## src/hw/rtl/mlar_pkg.sv

```systemverilog
// ----------------------------------------------------------------------------
// mlar_pkg: shared constants and types of the multi-line route finder
// Sizes of the cost store and the command and status bundles that join the
// controller to the datapath.
// ----------------------------------------------------------------------------
`default_nettype none

package mlar_pkg;

  localparam int unsigned MAX_LINES   = 8;
  localparam int unsigned MAX_COLUMNS = 32;
  localparam int unsigned COST_W      = 24;
  localparam int unsigned LINE_W      = 3;
  localparam int unsigned COL_W       = 5;
  localparam int unsigned ADDR_W      = COL_W + LINE_W;
  localparam int unsigned STEP_W      = 18;   // station + travel + transfer

  // Commands issued by the controller, at most one per cycle.
  typedef struct packed {
    logic accept;     // take the input item and start its store read
    logic calc;       // add-compare-select and store update
    logic scan_rd;    // read one final-column cost
    logic scan_cmp;   // compare it against the best so far
    logic walk_rd;    // read the entry of the route at the current column
    logic walk_load;  // move that entry into the output register
  } mlar_cmd_t;

  // Status reported by the datapath.
  typedef struct packed {
    logic item_ignore;  // offered item is out of range or has no open problem
    logic item_trig;    // accepted item completes the problem
    logic scan_last;    // scan is at the last line in use
    logic walk_last;    // route walk is at column zero
    logic out_free;     // output register can take a result this cycle
  } mlar_sts_t;

endpackage

`default_nettype wire

```

## src/hw/rtl/mlar_ctrl.sv

```systemverilog
// ----------------------------------------------------------------------------
// mlar_ctrl: sequencer of the multi-line route finder
// Steps each item through its store read and update, then runs the final
// scan and the route walk once a problem is complete.
// ----------------------------------------------------------------------------
`default_nettype none

module mlar_ctrl (
  input  wire logic                clk_i,
  input  wire logic                rst_ni,
  input  wire logic                s_tvalid_i,
  output logic                     s_tready_o,
  input  wire mlar_pkg::mlar_sts_t sts_i,
  output mlar_pkg::mlar_cmd_t      cmd_o
);
  import mlar_pkg::*;

  typedef enum logic [2:0] {
    ST_IDLE,
    ST_CALC,
    ST_SCAN_RD,
    ST_SCAN_CMP,
    ST_WALK_RD,
    ST_WALK_LOAD
  } state_e;

  state_e state_q, state_d;
  logic   tready_q;

  always_comb begin
    state_d = state_q;
    cmd_o   = '0;
    unique case (state_q)
      ST_IDLE: begin
        if (s_tvalid_i && tready_q && !sts_i.item_ignore) begin
          cmd_o.accept = 1'b1;
          state_d      = ST_CALC;
        end
      end
      ST_CALC: begin
        cmd_o.calc = 1'b1;
        state_d    = sts_i.item_trig ? ST_SCAN_RD : ST_IDLE;
      end
      ST_SCAN_RD: begin
        cmd_o.scan_rd = 1'b1;
        state_d       = ST_SCAN_CMP;
      end
      ST_SCAN_CMP: begin
        cmd_o.scan_cmp = 1'b1;
        state_d        = sts_i.scan_last ? ST_WALK_RD : ST_SCAN_RD;
      end
      ST_WALK_RD: begin
        cmd_o.walk_rd = 1'b1;
        state_d       = ST_WALK_LOAD;
      end
      ST_WALK_LOAD: begin
        if (sts_i.out_free) begin
          cmd_o.walk_load = 1'b1;
          state_d         = sts_i.walk_last ? ST_IDLE : ST_WALK_RD;
        end
      end
      default: begin
        state_d = ST_IDLE;
      end
    endcase
  end

  always_ff @(posedge clk_i or negedge rst_ni) begin
    if (!rst_ni) begin
      state_q  <= ST_IDLE;
      tready_q <= 1'b1;
    end else begin
      state_q  <= state_d;
      tready_q <= (state_d == ST_IDLE);
    end
  end

  assign s_tready_o = tready_q;

endmodule

`default_nettype wire

```

## config.mk

```make
export PLATFORM = sky130hd
export DESIGN_NAME = mlar_ctrl
export DESIGN_NICKNAME = d
export VERILOG_FILES = /design/src/hw/rtl/mlar_pkg.sv /design/src/hw/rtl/mlar_ctrl.sv
export SDC_FILE = /design/constraint.sdc
export NUM_CORES = 1
export LEC_CHECK = 0
export BUFFER_PORTS_ARGS = -buffer_cell sky130_fd_sc_hd__clkbuf_2
export CORE_AREA = 8 8 45 47
export CTS_CLUSTER_SIZE = 30
export DETAILED_ROUTE_END_ITERATION = 8
export DIE_AREA = 0 0 53 55
export MAX_ROUTING_LAYER = met4
export PLACE_DENSITY_LB_ADDON = 0.08
export SLEW_MARGIN = 20
export SYNTH_ARGS = -nofsm -noshare
export SYNTH_HDL_FRONTEND = slang
export SYNTH_SLANG_ARGS = --single-unit
```

## constraint.sdc

```tcl
create_clock -name clk_i -period 1.3 [get_ports clk_i]
set_input_delay 0 -clock clk_i [delete_from_list [all_inputs] [get_ports clk_i]]
set_output_delay 0 -clock clk_i [all_outputs]
set_load 0.1 [all_outputs]
```

---- Word level (Yosys, flattened, before mapping) ----
Cells that the tools add are included.
cells by class
  multiplexer cells ....................... 14
  reduce and logical (&&, ||, !) cells .... 5
  eq/ne operators ......................... 5
operator list
  cell                  number
  $pmux W3 S6           1
  $mux W3               4
  $mux W1               8
  $eq A3 B2 Y1 const B  2
  $eq A3 B3 Y1 const B  2
  $logic_not A3 Y1      2
  $eq A3 B1 Y1 const B  1
  $logic_and A1 B1 Y1   2
  $mux W2               1
  $logic_not A1 Y1      1
storage, ports and cells
  register bits ........................... 4
  output and inout port bits .............. 7
  input port bits ......................... 8
  word-level logic and storage cells ...... 26

---- Logic depth before layout (Yosys ltp) ----
Gate-level depths: netlist of run 1.
  depth after elaboration ................. 5
  gate-level depth with buffers ........... 4
  gate-level depth less buffers ........... 3

---- Worst setup path before layout of run 1 ----
OpenSTA, ideal clock, no wires.
  path type ............................... register to output
  start ................................... register tready_q (netlist: s_tready_o)
  end ..................................... output port cmd_o[5] in the netlist's numbering
  slack ................................... -2898 ps
  path buffers ............................ 0
  cell stages (with the launch flop) ...... 3
  arrival time ............................ 4198 ps
  data required time ...................... 1300 ps
  cell sequence ........................... dfstp_2 and3b_1 nor4b_1
RTL lines
  item                    line             text
  start, declared         mlar_ctrl.sv:28  logic tready_q;
  start signal, assigned  mlar_ctrl.sv:74  tready_q <= (state_d == ST_IDLE);
  end, declared           mlar_ctrl.sv:14  output mlar_pkg::mlar_cmd_t cmd_o

==> run_results.csv, run 1 <==
group,metric,value,unit
detailed_routing,drt-initial-drc-count,2,
synth,synth_enable_flop_cells,0,
global_route,grt_first_pass_wirelength,1520,microns
global_route,grt-ovfl-total,0,
synth,ys_seq_elements,4,
die,die_h,55,microns
synth,ys_types,19,
detailed_routing,drc_errors,0,
setup_path,cp_cell_sequence,"and3b_2 > nor4b_4 > buf_12",
synth,synth_area_leaders,"dfrtp_1 27%, dfstp_2 9.6%, o311a_4 7.8%, a22oi_1 5.5%, a311oi_2 5.5%",
timing,rsz0062_at_grt,"yes",
clock_network,cts_buffer_depth,2,
setup_path,crit_start,"s_tready_o$_DFF_PN1_",
clock_network,ctsHtreeMaxLevel,1,
timing,maxSlewHeadroom,82.5,%
place,placed_cell_area,518,sq um
clock_network,cts.clk_slew.worst_paths,0.04,ns
synth,syn_inst,30,
layout,diodes,0,
setup_path,worst-r2r-cell-count,4,
layout,area_growth,123,%
place,port_buffers,14,
place,place.detailed.hpwl,712,microns
clock_network,root_buffer,"clkbuf_4",
layout,final_cell_mix,"9 x buf_4, 7 x clkbuf_2, 7 x buf_12, 3 x clkbuf_4, 3 x dfrtp_2",
timing,fin_crit,1.49,ns
setup_path,cpMaxStageDelayCell,"dfstp_4",
timing,finClkSkew,0.00561,ns
layout,drive_gt1_share,75.0,%
synth,avgSynthCellArea,9.13,sq um
flow_run,maxCapViolCount,0,
setup_path,startpoint_type,"flop",
setup_path,cp-end-kind,"output port",
hold_path,hold_path.class,"in -> reg",
setup_path,cpPeakStageDelay,0.60,ns
hold_path,min_delay_path_depth,3,
die,placeableCoreArea,1380,sq um
detailed_routing,drt_pass1_iterations,2,
synth,ys.flop_type,"dfrtp_1",
timing,drv_slew,0,
clock_network,cts_inserted_buffers,3,
global_route,grt_start_max_net_pins,9,
synth,syn_nets,38,
setup_path,cp_data_required_time,1.30,ns
timing,finalSetupViolCount,3,
clock_network,cts.sinks,4,
clock_network,cts_tree,"built",
setup_path,path_class,"reg -> out",
timing,hold_violations,0,
global_route,antenna_found_initial,0,
timing,tightest_slew,0.261,ns
setup_path,r2r-start,"s_tready_o$_DFF_PN1_",
layout,nNetsFinal,65,
layout,multi_input_area,191,sq um
die,ios,15,
setup_path,cp.arrival,1.49,ns
layout,nFillCells,143,
global_route,globalRouteTotalUtil,7.85,%
detailed_routing,drt-wirelength-per-cell,13.3,microns
synth,yosysTopAreaCell,"dfrtp_1",
clock_network,insertion_delay,0.24,ns
synth,yosysSeqAreaShare,37.0,%
place,gp_congestion,0.701,
timing,setup_tns,-0.337,ns
timing,fin_crit_sh,115,%
global_route,grt_pass1_vias,352,
detailed_routing,vias,329,
detailed_routing,vias_per_cell,4.57,
synth,ys_warn_count,0,
die,initial_core_util,19.8,%
layout,seq_area,109,sq um
hold_path,hold_start,"sts_i[2]",
setup_path,crit_fanout,2,
detailed_routing,routed_wirelength,954,microns
timing,timing.fmax,672,MHz
die,dieWidth,53,microns
synth,synth_top_area_share,27.4,%
synth,netlist_area,274,sq um
timing,setup_ws,-0.189,ns
run_status,violations,"setup timing",
layout,layout_commonest_cell,"buf_4",
detailed_routing,ant_nets,0,
layout,postLayoutCellArea,612,sq um
die,dieArea,2920,sq um
synth,async_flop_share,100,%
run_status,status,"finished with violations",
die,rows,14,
==> critical path: cells and delay by family, from the launching register on <==
kind          cells  cell delay, ns
flops             1            0.60
buf+inv           1            0.21
simple gates      2            0.44
==> what timing repair did <==
action | 4_1_cts | 5_1_grt
gates resized for setup | 6 | 0
hold endpoints to repair | 4 | 0
setup endpoints to repair | 6 | 5
hold buffers | 1 | 0
pin swaps | 1 | 2
setup buffers | 4 | 3
==> worst paths after layout <==
check	end	slack [ns]
max	cmd_o[5]	-0.19
min	state_q[2]$_DFF_PN0_	0.04
max reg2reg	s_tready_o$_DFF_PN1_	-0.11
min reg2reg	s_tready_o$_DFF_PN1_	0.67
max in group asynchronous	s_tready_o$_DFF_PN1_	0.99
min in group asynchronous	state_q[0]$_DFF_PN0_	0.11
==> sequential cells by signal, indices dropped and copies added, names as in the netlist <==
register / flops
state_q: 3
s_tready_o: 1
==> cell type report <==
class	instances	area share, %
Timing Repair Buffer	25	42.1
Inverter	2	1.23
Clock buffer	4	4.29
Tap cell	16	3.27
Multi-Input combinational cell	21	31.3
Sequential cell	4	17.8
==> per-layer routing <==
layer | part of all wire, % | routed length [microns] | GRT usage (%)
met5 | 0 | 0 | -
met3 | 5.9 | 56 | 2.41
met4 | 2.0 | 19 | 9.05
met1 | 41 | 394 | 7.06
met2 | 51 | 483 | 12.3
==> synth_stat cells, drive strengths merged, types with 2 or more instances <==
cell and count:
a22oi 2, and3 2, buf 3, dfrtp 3
inv 2, nand2b 2, nand3 2, nor2 4
==> through the flow <==
step                      cells  util [%]  worst slack (ns)  hold WS (ns)
after floorplan              30         -            -0.740        -0.296
after global placement       60      37.4            0.0497        -0.193
after detailed placement     60      37.4            0.0217        -0.190
after CTS                    69      42.6            -0.200        0.0288
after global routing         72      44.2            -0.240        0.0597
final                        72      44.2            -0.189        0.0404
==> logic make-up after synthesis <==
kind of cell	Yosys count	share of synthesized area (%)
AOI/OAI and AO/OA	6	22.4
buffers and inverters	5	10.5
DFF	4	37.0
and+or+nand+nor	15	30.1
Power of run 1 is not shown: default switching activity piles up to over one toggle a cycle in this logic, so the estimate is an artifact.
==> inputs of run 2 (changes only) <==
GPL_TIMING_DRIVEN = 0   (was unset)
MAX_ROUTING_LAYER = unset   (was met4)
==> run_results.csv, run 2 (synthesis results as in run 1) <==
group,metric,value,unit
run_status,status,"finished with violations",
run_status,violations,"setup timing",
die,dieArea,2920,sq um
timing,setup_tns,-0.287,ns
detailed_routing,routed_wirelength,901,microns
clock_network,cts_tree,"built",
detailed_routing,drt-initial-drc-count,4,
setup_path,cpPeakStageDelay,0.60,ns
setup_path,cp-end-kind,"output port",
timing,drv_slew,0,
die,ios,15,
layout,regMostFlops,"state_q",
timing,fin_crit_sh,114,%
layout,largest_reg_flops,3,
detailed_routing,vias,313,
detailed_routing,ant_nets,0,
place,gp_congestion,0.703,
hold_path,hold_path.class,"in -> reg",
setup_path,worst-path-buf-inv,1,
layout,final_cell_mix,"8 x clkbuf_2, 5 x buf_6, 4 x clkbuf_4, 3 x clkbuf_16, 3 x dfrtp_1",
die,initial_core_util,19.8,%
timing,rsz0062_at_grt,"yes",
layout,drive_gt1_share,67.9,%
setup_path,cpMaxStageDelayCell,"dfstp_4",
clock_network,root_buffer,"clkbuf_4",
detailed_routing,drc_errors,0,
setup_path,path_class,"reg -> out",
timing,fin_crit,1.48,ns
die,die_h,55,microns
setup_path,cp_cell_sequence,"and3b_1 > nor4b_4 > buf_8",
timing,hold_violations,0,
clock_network,insertion_delay,0.24,ns
layout,diodes,0,
setup_path,path_delay_family,"flip-flops",
flow_run,maxCapViolCount,0,
detailed_routing,vias_per_cell,4.54,
die,rows,14,
layout,nNetsFinal,62,
global_route,grt-ovfl-total,0,
timing,setup_ws,-0.181,ns
timing,finalSetupViolCount,2,
layout,layout_commonest_cell,"clkbuf_2",
global_route,grt_start_max_net_pins,11,
clock_network,cts.sinks,4,
place,place.detailed.hpwl,637,microns
setup_path,crit_fanout,2,
global_route,grt_first_pass_wirelength,1350,microns
clock_network,ctsHtreeMaxLevel,1,
clock_network,cts_buffer_depth,2,
timing,tightest_slew,0.302,ns
clock_network,cts.clk_slew.worst_paths,0.04,ns
timing,holdWs,0.0109,ns
setup_path,cp.arrival,1.48,ns
timing,timing.fmax,675,MHz
place,port_buffers,14,
timing,maxSlewHeadroom,80.0,%
die,placeableCoreArea,1380,sq um
clock_network,cts_inserted_buffers,3,
layout,area_growth,121,%
detailed_routing,drt-wirelength-per-cell,13.1,microns
place,dp_slack,-0.175,ns
global_route,grt_pass1_vias,314,
global_route,globalRouteTotalUtil,6.52,%
die,dieWidth,53,microns
timing,finClkSkew,0.00722,ns
global_route,antenna_found_initial,0,
setup_path,cp_data_required_time,1.30,ns
setup_path,startpoint_type,"flop",
detailed_routing,drt_pass1_iterations,4,
[run 2: area by class of cell]
| cell class | count | area [sq um] |
|---|---|---|
| fill | 144 | 779 |
| multi-input combinational | 21 | 206 |
| timing repair buffer | 19 | 205 |
| buffer | 3 | 33.8 |
| clock buffer | 4 | 26.3 |
| sequential | 4 | 105 |
| tap | 16 | 20.0 |
| inverter | 2 | 7.51 |
[run 2: per-layer routing]
layer / vias to the layer above / part of all wire [%] / track usage (%)
met5: - / 0 / 0
met3: 2 / 9.3 / 4.28
met2: 10 / 50 / 10.2
li1: 153 / - / -
met1: 148 / 38 / 5.52
met4: 0 / 2.3 / 6.47
[run 2: tightest hold or removal path, delay by kind of cell]
kind	cells	cell delay, ns
AO/OA/AOI/OAI	1	0.06
buffers and inverters	1	0.08
AND/OR/NAND/NOR	1	0.07
[run 2: what timing repair did]
action	CTS	global route
endpoints found under the setup margin	7	7
setup buffers	1	3
endpoints found under the hold margin	4	0
resized for setup	16	12
pin swaps	1	2
hold buffers	1	0
gates cloned	0	0
[run 2: final timing paths]
kind                                      startpoint                   end  slack (ns)  cells past startpoint
worst max-delay path            s_tready_o$_DFF_PN1_              cmd_o[5]       -0.18                      3
worst min-delay path                        sts_i[2]  state_q[2]$_DFF_PN0_        0.01                      3
worst max register to register  s_tready_o$_DFF_PN1_  s_tready_o$_DFF_PN1_       -0.11                      4
worst min register to register  state_q[2]$_DFF_PN0_  s_tready_o$_DFF_PN1_        0.66                      2
max in group asynchronous                     rst_ni  s_tready_o$_DFF_PN1_        1.00                      2
min in group asynchronous                     rst_ni  state_q[2]$_DFF_PN0_        0.10                      2
[run 2: per-stage QoR]
step / area, sq um / instances / utilization [%]
after detailed placement: 420 / 60 / 30.4
after CTS: 547 / 66 / 39.5
after global placement: 420 / 60 / 30.4
after floorplan: 330 / 30 / -
final: 604 / 69 / 43.7
after global routing: 604 / 69 / 43.7
Power of run 2 is left out for the same reason.
==> inputs of run 3 (changes only) <==
CAP_MARGIN = 20   (was unset)
SETUP_SLACK_MARGIN = 0.15   (was unset)
==> run_results.csv, run 3 (synthesis results as in run 1) <==
group,metric,value,unit
detailed_routing,routed_wirelength,1100,microns
setup_path,cp.arrival,1.50,ns
place,place.detailed.hpwl,637,microns
setup_path,reg2reg_to,"s_tready_o$_DFF_PN1_",
die,ios,15,
timing,rsz0062_at_grt,"yes",
detailed_routing,vias_per_cell,4.29,
layout,instances_no_fill,82,
layout,postLayoutCellArea,754,sq um
place,gp_congestion,0.672,
pwr,powerDensity,3030,nW/um^2
layout,diodes,0,
clock_network,cts.sinks,4,
timing,maxSlewHeadroom,80.0,%
timing,tightest_slew,0.301,ns
timing,finClkSkew,0.00843,ns
global_route,grt_pass1_vias,407,
setup_path,cp-end-kind,"output port",
clock_network,root_buffer,"clkbuf_4",
die,dieArea,2920,sq um
detailed_routing,drc_errors,0,
timing,timing.fmax,665,MHz
detailed_routing,vias,352,
layout,nFillCells,122,
die,placeableCoreArea,1380,sq um
layout,area_growth,175,%
die,die_h,55,microns
global_route,antenna_found_initial,0,
setup_path,path_class,"reg -> out",
clock_network,cts_inserted_buffers,3,
place,dpl.cell_count,60,
detailed_routing,drt-initial-drc-count,2,
pwr,p_total,0.00229,W
setup_path,crit_end,"cmd_o[5]",
setup_path,cp_cell_sequence,"and3b_1 > nor4b_4 > buf_8",
pwr,power.leakage,0.346,nW
setup_path,crit_start,"s_tready_o$_DFF_PN1_",
detailed_routing,ant_nets,0,
layout,drive_gt1_share,77.3,%
setup_path,ff2ff_setup_slack,-0.09,ns
global_route,grt_start_max_net_pins,7,
global_route,globalRouteTotalUtil,8.93,%
place,port_buffers,14,
run_status,status,"finished with violations",
setup_path,cp_data_required_time,1.30,ns
timing,finalSetupViolCount,2,
setup_path,cpPeakStageDelay,0.60,ns
timing,fin_crit,1.50,ns
global_route,grt-ovfl-total,0,
flow_run,maxCapViolCount,0,
layout,nNetsFinal,75,
detailed_routing,drt-wirelength-per-cell,13.4,microns
die,initial_core_util,19.8,%
clock_network,cts.clk_slew.worst_paths,0.04,ns
clock_network,cts_buffer_depth,2,
setup_path,cpMaxStageDelayCell,"dfstp_4",
clock_network,ctsHtreeMaxLevel,1,
layout,layout_commonest_cell,"buf_4",
timing,drv_slew,0,
pwr,ir_drop,0.00138,V
place,dp_slack,-0.183,ns
clock_network,insertion_delay,0.24,ns
timing,fin_crit_sh,116,%
setup_path,startpoint_type,"flop",
die,rows,14,
clock_network,cts_tree,"built",
layout,largest_reg_flops,3,
die,dieWidth,53,microns
run_status,violations,"setup timing",
layout,regMostFlops,"state_q",
place,placed_cell_area,432,sq um
setup_path,worst-r2r-cell-count,4,
timing,hold_violations,0,
timing,setup_ws,-0.204,ns
hold_path,hold_path.class,"in -> reg",
global_route,grt_first_pass_wirelength,1800,microns
setup_path,crit_fanout,2,
detailed_routing,drt_pass1_iterations,4,
setup_path,r2r-start,"s_tready_o$_DFF_PN1_",
layout,final_cell_mix,"12 x buf_4, 8 x buf_6, 7 x clkbuf_2, 5 x clkbuf_16, 4 x clkbuf_4",
[run 3: what timing repair did]
action / 4_1_cts / 5_1_grt
hold endpoints to repair: 4 / 0
pin swaps: 4 / 4
setup buffers: 13 / 4
hold buffers: 1 / 0
endpoints found under the setup margin: 8 / 10
resized for setup: 30 / 4
[run 3: worst max-delay path, delay by kind of cell, from the launching register on]
family	cells	cell delay, ns
DFF	1	0.60
and+or+nand+nor	2	0.42
buffers and inverters	1	0.24
[run 3: through the flow]
| stage | setup TNS (ns) | hold slack (ns) | util, % |
|---|---|---|---|
| 4_1_cts | -0.308 | 0.0203 | 51.4 |
| 5_1_grt | -0.482 | 0.0414 | 54.5 |
| 6_report | -0.295 | 0.0282 | 54.5 |
| 2_1_floorplan | -0.856 | -0.296 | - |
| 3_5_place_dp | -0.221 | -0.191 | 31.2 |
| 3_3_place_gp | -0.193 | -0.194 | 31.2 |
[run 3: worst min-delay path by stage]
stage                      endpoint      from  depth (start not counted)
3_5_place_dp   state_q[1]$_DFF_PN0_    rst_ni                          1
5_1_grt        state_q[2]$_DFF_PN0_  sts_i[2]                          3
3_3_place_gp   state_q[0]$_DFF_PN0_    rst_ni                          1
6_report       state_q[2]$_DFF_PN0_  sts_i[2]                          3
4_1_cts        state_q[2]$_DFF_PN0_  sts_i[2]                          3
2_1_floorplan  state_q[0]$_DFF_PN0_    rst_ni                          0
[run 3: area by class of cell]
| type | count | area (sq um) | share of cell area (%) |
|---|---|---|---|
| repair buffers | 32 | 339 | 44.9 |
| flip-flops and latches | 4 | 105 | 13.9 |
| well taps | 16 | 20.0 | 2.65 |
| plain buffers | 3 | 33.8 | 4.48 |
| clock buffers | 4 | 26.3 | 3.48 |
| inverters | 2 | 15.0 | 1.99 |
| multi-input cells | 21 | 215 | 28.5 |
[run 3: layer usage]
metal  track usage, %  vias up  part of all wire [%]
met1             7.96      159                    34
met4             7.76        0                   1.5
met5                0        -                     0
li1                 -      177                     -
met2             16.0       14                    55
met3             2.94        2                   9.5
[run 3: power breakdown]
group / switching [W] / internal (W)
clock: 0.0000552 / 0.000115
combinational: 0.00102 / 0.000864
sequential: 0.0000299 / 0.000207
Note: power is estimated with default switching activity, not from simulation.
